`config.mk`:
```
export PLATFORM = sky130hd
export DESIGN_NAME = pcc_div
export DESIGN_NICKNAME = d
export VERILOG_FILES = /design/src/hdl/pcc_pkg.sv /design/src/hdl/pcc_div.sv
export SDC_FILE = /design/constraint.sdc
export NUM_CORES = 1
export LEC_CHECK = 0
export BUFFER_PORTS_ARGS = -buffer_cell sky130_fd_sc_hd__buf_2
export CORE_MARGIN = 2
export CORE_UTILIZATION = 25
export DETAILED_ROUTE_END_ITERATION = 10
export PLACE_DENSITY = 0.47
export SYNTH_ARGS = -nofsm -noshare
export SYNTH_HDL_FRONTEND = slang
export SYNTH_SLANG_ARGS = --single-unit
```
`constraint.sdc`:
```
create_clock -name i_clk -period 3.5 [get_ports i_clk]
set_input_delay 0.7 -clock i_clk [delete_from_list [all_inputs] [get_ports i_clk]]
set_output_delay 0.7 -clock i_clk [all_outputs]
set_load 0.03 [all_outputs]
```
`src/hdl/pcc_pkg.sv`:
```
// Package with shared types and constants of the pair co-occurrence counter.
`default_nettype none
package pcc_pkg;
    localparam int VAL_W   = 8;
    localparam int DOM_W   = 9;
    localparam int OUT_W   = 24;
    localparam int ALPHA_W = 16;
    localparam int DEN_W   = 18;
    localparam int CFG_IDX_W = 1;

    typedef logic [VAL_W-1:0] t_val;
    typedef logic [OUT_W-1:0] t_out;

    localparam logic [CFG_IDX_W-1:0] CFG_ALPHA = 1'b0;
    localparam logic [CFG_IDX_W-1:0] CFG_FMODE = 1'b1;

    localparam logic KIND_VALUE = 1'b0;
    localparam logic KIND_QUERY = 1'b1;

    localparam t_out TOTAL_MAX = {OUT_W{1'b1}};
endpackage
`default_nettype wire

```
`src/hdl/pcc_div.sv`:
```
// Restoring divider that produces one quotient bit per cycle.
`default_nettype none
module pcc_div (
    input  wire logic                    i_clk,
    input  wire logic                    i_rst_n,
    input  wire logic                    i_start,
    input  wire logic [pcc_pkg::OUT_W-1:0] i_num,
    input  wire logic [pcc_pkg::DEN_W-1:0] i_den,
    output logic                         o_done,
    output logic      [pcc_pkg::OUT_W-1:0] o_quot
);
    import pcc_pkg::*;

    logic [OUT_W-1:0] r_quo;
    logic [DEN_W:0]   r_rem;
    logic [DEN_W-1:0] r_den;
    logic [4:0]       r_cnt;
    logic             r_busy;
    logic             r_done;
    logic [DEN_W:0]   rem_sh;
    logic             fits;

    assign rem_sh = {r_rem[DEN_W-1:0], r_quo[OUT_W-1]};
    assign fits   = rem_sh >= {1'b0, r_den};

    always_ff @(posedge i_clk) begin
        if (!i_rst_n) begin
            r_busy <= 1'b0;
            r_done <= 1'b0;
            r_cnt  <= '0;
        end else begin
            r_done <= 1'b0;
            if (i_start) begin
                r_busy <= 1'b1;
                r_cnt  <= 5'(OUT_W);
                r_quo  <= i_num;
                r_rem  <= '0;
                r_den  <= i_den;
            end else if (r_busy) begin
                r_rem <= fits ? rem_sh - {1'b0, r_den} : rem_sh;
                r_quo <= {r_quo[OUT_W-2:0], fits};
                r_cnt <= r_cnt - 5'd1;
                if (r_cnt == 5'd1) begin
                    r_busy <= 1'b0;
                    r_done <= 1'b1;
                end
            end
        end
    end

    assign o_done = r_done;
    assign o_quot = r_quo;
endmodule
`default_nettype wire

```
==> impl_metrics.tcl, run 1 <==
set metrics [dict create \
    outcome "complete, no violations" \
    cpPeakStageDelay_ps 420 \
    clock_path_buffers 2 \
    grt_pass1_vias 2672 \
    nNetsFinal 447 \
    drive_gt1_share_pct 32.4 \
    max-cap-violations 0 \
    cts.root.buffer_cell "clkbuf_16" \
    finalNonFillerCells 570 \
    finalCriticalPeriod_ps 2760 \
    clkTransAtPathRegs_ps 60 \
    initial_core_util_pct 25.5 \
    postSynth.asyncResetShare_pct 0 \
    max_freq_mhz 362 \
    total_switching_power_uw 699 \
    final_util_pct 31.4 \
    synth.lib_cells_used.distinct 50 \
    worst_skew_pair.late_latency_ps 340 \
    post-dp-hpwl_um 5540 \
    global_route_wire_length_before_repair_um 13000 \
    final_min_period_over_clock_period_pct 78.8 \
    required_ps 3570 \
    worstMarginPinSlew_ps 806 \
    cts_inserted_buffers 9 \
    synth.yosys.seq_area_share_pct 52.3 \
    fin_tns_setup_ps 0 \
    synth_enable_flop_cells 60 \
    synth_top_area_share_pct 48.6 \
    final-hold-violation-count 0 \
    power.ir.vdd_worst_v 0.000230 \
    core_area_sq_mm 0.0145 \
    path_class "reg -> reg" \
    timing.final.setup_violations 0 \
    min-delay-path-class "reg -> reg" \
    tritoncts "built" \
    grt_start_max_net_pins 48 \
    core.rowCount 44 \
    postCtsSetupRepairBufs 0 \
    cellPowerDensity_mw_per_mm2 532 \
    synth.ff_latch_count 67 \
    multi_input_area_sq_mm 0.00161 \
    fin_skew_ps 9.88 \
    via_count 2519 \
    post_drt_via_cell_ratio 4.42 \
    gpl.final_weighted_congestion 0.807 \
    postSynthAreaPerCell_sq_um 12.1 \
    portBuffers 69 \
    cts_hold_buf 0 \
    synth.top_cells.by_area "edfxtp_1, mux2_2, ha_1" \
    layout.area.seq_sq_mm 0.00194 \
    route.final.wire_length_um 7740 \
    switching_share_pct 28.8 \
    grt_util_all_layers_pct 10.3 \
    critical_path_peak_fanout 3 \
    timing.critical_path.arrival_ps 2830 \
    synth_top_flop_cell "edfxtp_1" \
    power.combinational.fraction_pct 22.1 \
    synth_fp_nets 373 \
    final.fill_count 1520 \
    critical-path-slowest-cell "fa_1" \
    slew-limit-headroom_pct 46.2 \
    chipHeight_um 126 \
    share_seq_of_total_power_pct 40.7 \
    ports 70 \
    drt_pass1_iterations 4 \
    cellInternalPower_uw 1730 \
    critical_path.most_common_cell "inv_1" \
    globalRoute.totalOverflow 0 \
    crit_path_start_kind "flop" \
    dieWidth_um 126 \
    drcViolationCount 0 \
    syn_to_final_growth_pct 22.8 \
    routed_wire_length_per_instance_um 13.6 \
    ant_nets 0 \
    postSynthCellCount 307 \
    setup_repair_after_global_routing_missed_its_margin "no" \
    finalMaxSlewViolations 0 \
    syn-cell-area_sq_mm 0.00371 \
    clock_power_share_pct 37.2 \
    n_antenna_cell 0 \
    initial_antenna_violation_count 0 \
    netlist.top_cell.by_area "edfxtp_1" \
    clock_sinks 67 \
    cells_along_the_critical_path "inv_1 -> ha_1 -> inv_1 -> fa_1 -> a211o_1 -> a211oi_1 -> o31ai_1 -> a21oi_1 -> xnor2_1 -> mux2i_1 -> nor2_1" \
    dp.cells 554 \
    cts_htree_levels 3 \
    worstSetupEndpointType "flop" \
    initial_drc_count 87 \
    yosysWarningCount 0 \
    die_area_sq_mm 0.0158 \
    post_cts_resize_count 0 \
    total_leakage_power_uw 0.00187 \
    synth_top_cells_by_count "edfxtp_1, inv_1, nor2_1" \
    synth.most_common_cell "edfxtp_1" \
]
## power by group through the flow
| stage | registers [uW] | logic, uW | clock network (uW) |
|---|---|---|---|
| global placement | 1000 | 538 | 0 |
| detailed placement | 1000 | 541 | 0 |
| finish | 988 | 535 | 902 |
| floorplan | 1030 | 386 | 0 |
| global route | 996 | 604 | 966 |
| CTS | 989 | 543 | 936 |
## metal layers
| metal | track usage, % | vias up | share of wire (%) |
|---|---|---|---|
| li1 | - | 1271 | - |
| met2 | 15.6 | 65 | 43 |
| met1 | 13.3 | 1172 | 48 |
| met3 | 4.16 | 11 | 6.6 |
| met4 | 3.56 | 0 | 1.5 |
| met5 | 0 | - | 0 |
## cell usage in the layout (no fill, tap or decap), drive strengths merged, types with 2 or more instances in the layout
master | netlist | final
a2111oi | 3 | 3
a211oi | 5 | 5
a21o | 5 | 5
a21oi | 15 | 15
a31oi | 3 | 3
buf | 7 | 73
clkbuf | 3 | 12
clkinvlp | 0 | 2
dfxtp | 7 | 7
edfxtp | 60 | 60
ha | 20 | 20
inv | 26 | 27
mux2 | 23 | 23
mux2i | 16 | 16
nand2 | 19 | 19
nand2b | 3 | 3
nand3 | 3 | 3
nand4 | 5 | 5
nor2 | 26 | 26
nor2b | 2 | 2
nor3 | 2 | 2
nor4 | 2 | 2
nor4b | 2 | 2
o211ai | 2 | 2
o21a | 6 | 6
o21ai | 12 | 12
o31ai | 2 | 2
xnor2 | 7 | 7
xor2 | 11 | 11
## layout make-up
type	instances	area share (%)
tap	184	5.05
multi-input combinational	204	35.4
sequential	67	42.6
clock buffer	12	5.88
inverter	26	2.14
clock inverter	4	0.714
timing repair buffer	73	8.24
## registers in the layout, indices dropped and copies added (netlist names)
signal and flops:
r_den 18, r_cnt 5, r_rem 18, o_quot 24, r_busy 1, o_done 1
## worst max-delay path: cells and delay by family, from the launching register on
kind	cells	cell delay [ps]
compound gates	4	1120
fa+ha+maj	2	580
flops	1	380
buf+inv	2	150
mux	1	130
xor+xnor	1	80
simple gates	1	50
## cells by family after synthesis
kind of cell               synth area share, %
and+or+nand+nor                           9.07
AOI/OAI and AO/OA                         11.5
adders and majority gates                 7.28
muxes                                     11.3
DFF                                       52.3
buffers and inverters                     4.28
xor gates and xnor gates                  4.25
## path summary, 6_finish.rpt
path                            startpoint         to  slack (ps)  cells after the start
worst max-delay path            o_quot[23]  r_rem[14]         740                     11
worst min-delay path              r_cnt[1]   r_cnt[1]         500                      2
worst min register to register    r_cnt[1]   r_cnt[1]         500                      2
worst max register to register  o_quot[23]  r_rem[14]         740                     11
## through the flow
| stage | hold WS, ps | power (uW) | cell area (sq um) | worst slack [ps] |
|---|---|---|---|---|
| 6_report | 504 | 2420 | 4560 | 741 |
| 2_1_floorplan | 469 | 1420 | 3710 | 776 |
| 5_1_grt | 524 | 2570 | 4560 | 498 |
| 3_3_place_gp | 483 | 1540 | 4260 | 782 |
| 3_5_place_dp | 494 | 1540 | 4260 | 714 |
| 4_1_cts | 501 | 2470 | 4560 | 707 |
Note: power is estimated with default switching activity, not from simulation.
==> run 2: changes to the inputs <==
--- a/config.mk
+++ b/config.mk
@@ -5,6 +5,7 @@
 export SDC_FILE = /design/constraint.sdc
 export NUM_CORES = 1
 export LEC_CHECK = 0
+export ABC_AREA = 1
 export BUFFER_PORTS_ARGS = -buffer_cell sky130_fd_sc_hd__buf_2
 export CORE_MARGIN = 2
 export CORE_UTILIZATION = 25
==> constraint.sdc (replaced) <==
create_clock -name i_clk -period 2.6 [get_ports i_clk]
set_input_delay 0.52 -clock i_clk [delete_from_list [all_inputs] [get_ports i_clk]]
set_output_delay 0.52 -clock i_clk [all_outputs]
set_load 0.03 [all_outputs]
==> run 2 against run 1 <==
Core utilization down 0.45 points. Sequential power up 35%. Critical path depth unchanged. Hold slack worse by 150 ps. Combinational power up 55%. Non-clock buffer count up 5. Global-route usage up 2.2 points. Count of clock-buffer cells in the layout down 3. Critical endpoint unchanged. Largest cell class unchanged. Highest routed layer unchanged.
==> impl_metrics.tcl, run 2 <==
set metrics [dict create \
    portBuffers 69 \
    core_area_sq_mm 0.0164 \
    timing.critical_path.arrival_ps 2370 \
    layout.cells.most_common_list "nand2_1, inv_1, buf_2" \
    fin_skew_ps 7.60 \
    power.ir.vdd_worst_v 0.000255 \
    min-delay-path-class "in -> reg" \
    worst_setup_slack_after_layout_ps 323 \
    synth_top_cells_by_count "nand2_1, inv_1, edfxtp_1" \
    grt_start_max_net_pins 26 \
    globalRoute.totalOverflow 0 \
    cts_hold_buf 0 \
    initial_core_util_pct 25.3 \
    post-dp-hpwl_um 7680 \
    cp.buffers_inverters 1 \
    gpl.final_weighted_congestion 0.891 \
    max_freq_mhz 439 \
    syn_to_final_growth_pct 22.0 \
    critical-path-slowest-cell "edfxtp_1" \
    timing.final.setup_violations 0 \
    place_worst_setup_slack_ps 320 \
    post_cts_resize_count 0 \
    ant_nets 0 \
    syn-cell-area_sq_mm 0.00416 \
    commonest_non_fill_non_tap_cell_in_the_layout "nand2_1" \
    critical_path.most_common_cell "nand2_1" \
    path_class "reg -> reg" \
    fin_tns_setup_ps 0 \
    synth_xor_area_share_pct 1.69 \
    cells_along_the_critical_path "ha_1 -> nand2_1 -> nor2_2 -> nand2_1 -> nor2_2 -> nand2_2 -> nand4_4 -> buf_4 -> nand2_1 -> nand2_1 -> nor2_1" \
    slew-limit-headroom_pct 77.3 \
    cts_inserted_buffers 9 \
    yosysWarningCount 0 \
    synth_top_flop_cell "edfxtp_1" \
    drive_gt1_share_pct 24.7 \
    cpPeakStageDelay_ps 420 \
    postCtsSetupRepairBufs 0 \
    crit_path_start_kind "flop" \
    cellPowerDensity_mw_per_mm2 654 \
    global_route_wire_length_before_repair_um 17600 \
    n_antenna_cell 0 \
    post_synth_fa_ha_maj_area_fraction_pct 6.50 \
    dp.cells 798 \
    netlist.top_cell.by_area "edfxtp_1" \
    core.rowCount 47 \
    critical-path-top-delay-family "simple AND/OR/NAND/NOR gates" \
    worstMarginPinSlew_ps 341 \
    dieWidth_um 133 \
    drt_pass1_iterations 4 \
    top_signal_layer_used "met4" \
    final-hold-violation-count 0 \
    largest_family_of_logic_cells_by_synthesized_area "simple AND/OR/NAND/NOR gates" \
    synth.yosys.seq_area_share_pct 46.7 \
    postSynthCellCount 509 \
    synthSimpleGateAreaFrac_pct 30.8 \
    synth.top_cells.by_area "edfxtp_1, nand2_1, inv_1" \
    synth_top_area_share_pct 43.3 \
    routed_wire_length_per_instance_um 12.6 \
    synth_fp_nets 575 \
    grt_util_all_layers_pct 12.4 \
    postSynthAreaPerCell_sq_um 8.17 \
    finalNonFillerCells 814 \
    finalMaxSlewViolations 0 \
    final.fill_count 1779 \
    clkTransAtPathRegs_ps 60 \
    chipHeight_um 133 \
    nNetsFinal 655 \
    synth.lib_cells_used.distinct 35 \
    max-cap-violations 0 \
    worstSetupEndpointType "flop" \
    dr_wl_met2_um 4580 \
    initial_antenna_violation_count 0 \
    synth_compound_area_share_pct 5.93 \
    via_count 3418 \
    drt-met1-wl_um 4720 \
    postSynth.asyncResetShare_pct 0 \
    cts_htree_levels 3 \
    clock_sinks 67 \
    synth.ff_latch_count 67 \
    tritoncts "built" \
    synth.mux.area_fraction_pct 0 \
    clock_path_buffers 2 \
    finalCriticalPeriod_ps 2280 \
    post_drt_via_cell_ratio 4.20 \
    synth.most_common_cell "nand2_1" \
    route.final.wire_length_um 10200 \
    critical_path_peak_fanout 12 \
    ports 70 \
    cts.root.buffer_cell "clkbuf_16" \
    wl_met3_um 669 \
    outcome "complete, no violations" \
    die_area_sq_mm 0.0177 \
    grt_pass1_vias 3658 \
    worst_skew_pair.late_latency_ps 340 \
    required_ps 2690 \
    final_min_period_over_clock_period_pct 87.6 \
    drcViolationCount 0 \
    setup_repair_after_global_routing_missed_its_margin "no" \
    total_leakage_power_uw 0.00249 \
    synth_enable_flop_cells 60 \
    largest_register_ffs 24 \
    initial_drc_count 112 \
]
==> run 2: cell types whose count changed after synthesis, moves of 12 or more <==
cell | before | now
mux2i_1 | 16 | 0
nand2_2 | 1 | 13
nor2_2 | 0 | 18
inv_1 | 26 | 69
mux2_2 | 23 | 0
nand2_1 | 18 | 197
==> run 2: final timing paths <==
path,startpoint,to,cells after the start,slack (ps)
max,r_rem[6],r_rem[14],11,320
min reg2reg,r_cnt[4],r_cnt[4],2,490
min,i_den[3],r_den[3],1,360
max reg2reg,r_rem[6],r_rem[14],11,320
==> run 2: per-layer routing <==
layer / global-route usage, % / vias to the layer above
li1: - / 1767
met1: 15.5 / 1542
met2: 20.3 / 93
met3: 3.18 / 16
met4: 5.50 / 0
met5: 0 / -
==> run 2: stage by stage <==
stage	utilization, %	hold WS, ps	power [uW]	instance area (sq um)
3_5_place_dp	29.2	482	2180	4790
6_report	30.9	355	3320	5070
3_3_place_gp	29.2	465	2180	4790
2_1_floorplan	-	450	1970	4160
5_1_grt	30.9	349	3510	5070
4_1_cts	30.9	347	3360	5070
==> run 2: worst reg2reg max path, cell delays in order, from the launching register on <==
cell	delay (ps)
edfxtp_1	420
ha_1	390
nand2_1	130
nor2_2	210
nand2_1	90
nor2_2	90
nand2_2	70
nand4_4	190
buf_4	260
nand2_1	80
nand2_1	60
nor2_1	40
==> run 2: where the power goes <==
group | internal (uW) | leakage, uW | switching (uW) | total (uW)
clock | 651 | 0.000134 | 511 | 1160
combinational | 292 | 0.00172 | 535 | 827
sequential | 1280 | 0.000633 | 46.1 | 1330
total | 2220 | 0.00249 | 1090 | 3320
==> run 2: layout make-up <==
cell class              instances  area, sq um  area share, %
clock buffers                   9          225           4.44
clock inverters                 7         51.3           1.01
inverters                      76          285           5.63
multi-input cells             357         1880           37.1
flip-flops and latches         67         1940           38.3
well taps                     220          275           5.43
repair buffers                 78          413           8.14
==> run 2: cell families after synthesis <==
group,after synthesis
AND/OR/NAND/NOR,293
buffers and inverters,85
flip-flops,67
adder cells (fa/ha/maj),21
XOR/XNOR,8
AO/OA/AOI/OAI,35
==> run 3: changes to the inputs <==
--- a/config.mk
+++ b/config.mk
@@ -11,6 +11,7 @@
 export CORE_UTILIZATION = 25
 export DETAILED_ROUTE_END_ITERATION = 10
 export PLACE_DENSITY = 0.47
+export REMOVE_ABC_BUFFERS = 1
 export SYNTH_ARGS = -nofsm -noshare
 export SYNTH_HDL_FRONTEND = slang
 export SYNTH_SLANG_ARGS = --single-unit
==> run 3 against run 2 <==
Hold slack lost 6.5 ps. Global-route usage shrank 0.24 points. Largest cell class unchanged. Critical path type unchanged. Highest routed layer unchanged. Worst setup slack better by 6.1 ps. Cell count fell by 0.25%. Critical endpoint is now r_rem[12]. Count of clock-buffer cells in the layout is 2 higher. Largest power group is now the clock network.
==> impl_metrics.tcl, run 3 (synthesis results as in run 2) <==
set metrics [dict create \
    initial_antenna_violation_count 0 \
    drt-met1-wl_um 4800 \
    worst_r2r_endpoint "r_rem[12]" \
    design_area_sq_mm 0.00514 \
    timing.critical_path.arrival_ps 2360 \
    via_count 3396 \
    worstSetupEndpointType "flop" \
    n_antenna_cell 0 \
    drt_pass1_iterations 5 \
    initial_drc_count 119 \
    globalRoute.totalOverflow 0 \
    ant_nets 0 \
    clkTransAtPathRegs_ps 60 \
    final-hold-violation-count 0 \
    cellPowerDensity_mw_per_mm2 685 \
    wl_met3_um 588 \
    layout.cells.most_common_list "nand2_1, inv_1, buf_2" \
    die_area_sq_mm 0.0177 \
    cts_hold_buf 0 \
    r2r_setup_slack_ps 330 \
    worst_hold_path.num_cells 1 \
    slew-limit-headroom_pct 67.7 \
    finalMaxSlewViolations 0 \
    worstMarginPinSlew_ps 484 \
    worstHoldStart "i_den[0]" \
    min-delay-path-class "in -> reg" \
    core.rowCount 47 \
    critical_path.most_common_cell "nand2_1" \
    dr_wl_met2_um 4300 \
    core_area_sq_mm 0.0164 \
    outcome "complete, no violations" \
    finalCriticalPeriod_ps 2270 \
    crit_path_start_kind "flop" \
    final_min_period_over_clock_period_pct 87.4 \
    timing.reg2reg.worst_path_depth 14 \
    fin_skew_ps 9.35 \
    clock_path_buffers 2 \
    syn_to_final_growth_pct 23.7 \
    grt_pass1_vias 3472 \
    power.ir.vdd_worst_v 0.000259 \
    clock_sinks 67 \
    chipHeight_um 133 \
    route.final.wire_length_um 9930 \
    max-cap-violations 0 \
    drive_gt1_share_pct 24.5 \
    gpl.final_weighted_congestion 0.852 \
    post_cts_resize_count 0 \
    grt_util_all_layers_pct 12.2 \
    cts_inserted_buffers 9 \
    portBuffers 69 \
    nNetsFinal 653 \
    dieWidth_um 133 \
    worst_skew_pair.late_latency_ps 340 \
    cpPeakStageDelay_ps 420 \
    routed_wire_length_per_instance_um 12.2 \
    path_class "reg -> reg" \
    final_util_pct 31.4 \
    cp.buffers_inverters 2 \
    cells_along_the_critical_path "inv_1 -> ha_1 -> inv_1 -> fa_1 -> nand3_1 -> nand3_1 -> nand2_1 -> nand2_1 -> nand2_1 -> nand3b_1 -> nand2_1 -> nand2_1 -> nand2_1 -> nor2_1" \
    setup_repair_after_global_routing_missed_its_margin "no" \
    critical-path-slowest-cell "edfxtp_1" \
    initial_core_util_pct 25.3 \
    tritoncts "built" \
    max_freq_mhz 440 \
    place_area_sq_mm 0.00482 \
    regToRegStartpoint "o_quot[23]" \
    drcViolationCount 0 \
    hold_path_sink "r_den[0]" \
    cts_htree_levels 3 \
    top_signal_layer_used "met4" \
    required_ps 2690 \
    timing.final.setup_violations 0 \
    postCtsSetupRepairBufs 0 \
    critical_path_peak_fanout 3 \
    critical-path-top-delay-family "simple AND/OR/NAND/NOR gates" \
    ports 70 \
    grt_start_max_net_pins 37 \
    largest_register_ffs 24 \
    total_leakage_power_uw 0.00251 \
    global_route_wire_length_before_repair_um 17100 \
    cts.root.buffer_cell "clkbuf_16" \
    post-dp-hpwl_um 7450 \
    commonest_non_fill_non_tap_cell_in_the_layout "nand2_1" \
    post_drt_via_cell_ratio 4.18 \
]
==> run 3: layout make-up <==
| type | count | area, sq um |
|---|---|---|
| clock buffer | 11 | 243 |
| clock inverter | 5 | 85.1 |
| fill | 1745 | 11300 |
| inverter | 76 | 285 |
| multi-input combinational | 357 | 1880 |
| sequential | 67 | 1940 |
| tap | 220 | 275 |
| timing repair buffer | 76 | 435 |
==> run 3: power by group <==
part	switching (uW)	internal (uW)	leakage, uW
sequential	47.1	1280	0.000633
combinational	537	301	0.00172
clock	485	871	0.000156
total	1070	2450	0.00251
==> run 3: worst register-to-register path, cell delays in order, from the launching register on <==
cell and delay (ps):
edfxtp_1 420, inv_1 80, ha_1 140, inv_1 70, fa_1 420, nand3_1 110, nand3_1 140, nand2_1 90
nand2_1 120, nand2_1 110, nand3b_1 80, nand2_1 70, nand2_1 50, nand2_1 60, nor2_1 60
==> run 3: worst max-delay path by stage <==
stage	endpoint	depth (start not counted)	slack, ps	start
floorplan	r_busy	4	-710	i_start
global placement	r_rem[10]	8	280	r_rem[13]
detailed placement	r_rem[10]	8	310	r_rem[13]
CTS	r_rem[10]	8	300	r_rem[13]
global route	r_rem[12]	15	120	o_quot[23]
finish	r_rem[12]	14	330	o_quot[23]
==> run 3: routing by layer <==
layer  up-vias  GRT usage (%)
met1      1529           15.7
met3        16           3.95
met2        88           18.8
met5         -              0
met4         0           5.08
li1       1763              -
==> run 3: through the flow <==
step           setup WS [ps]  total power [uW]  hold slack (ps)  std cells  TNS [ps]
2_1_floorplan           -705              1950              448        500    -30080
3_3_place_gp             275              2200              465        796         0
3_5_place_dp             311              2190              471        796         0
4_1_cts                  303              3580              337        812         0
5_1_grt                  115              3740              333        812         0
6_report                 329              3520              349        812         0
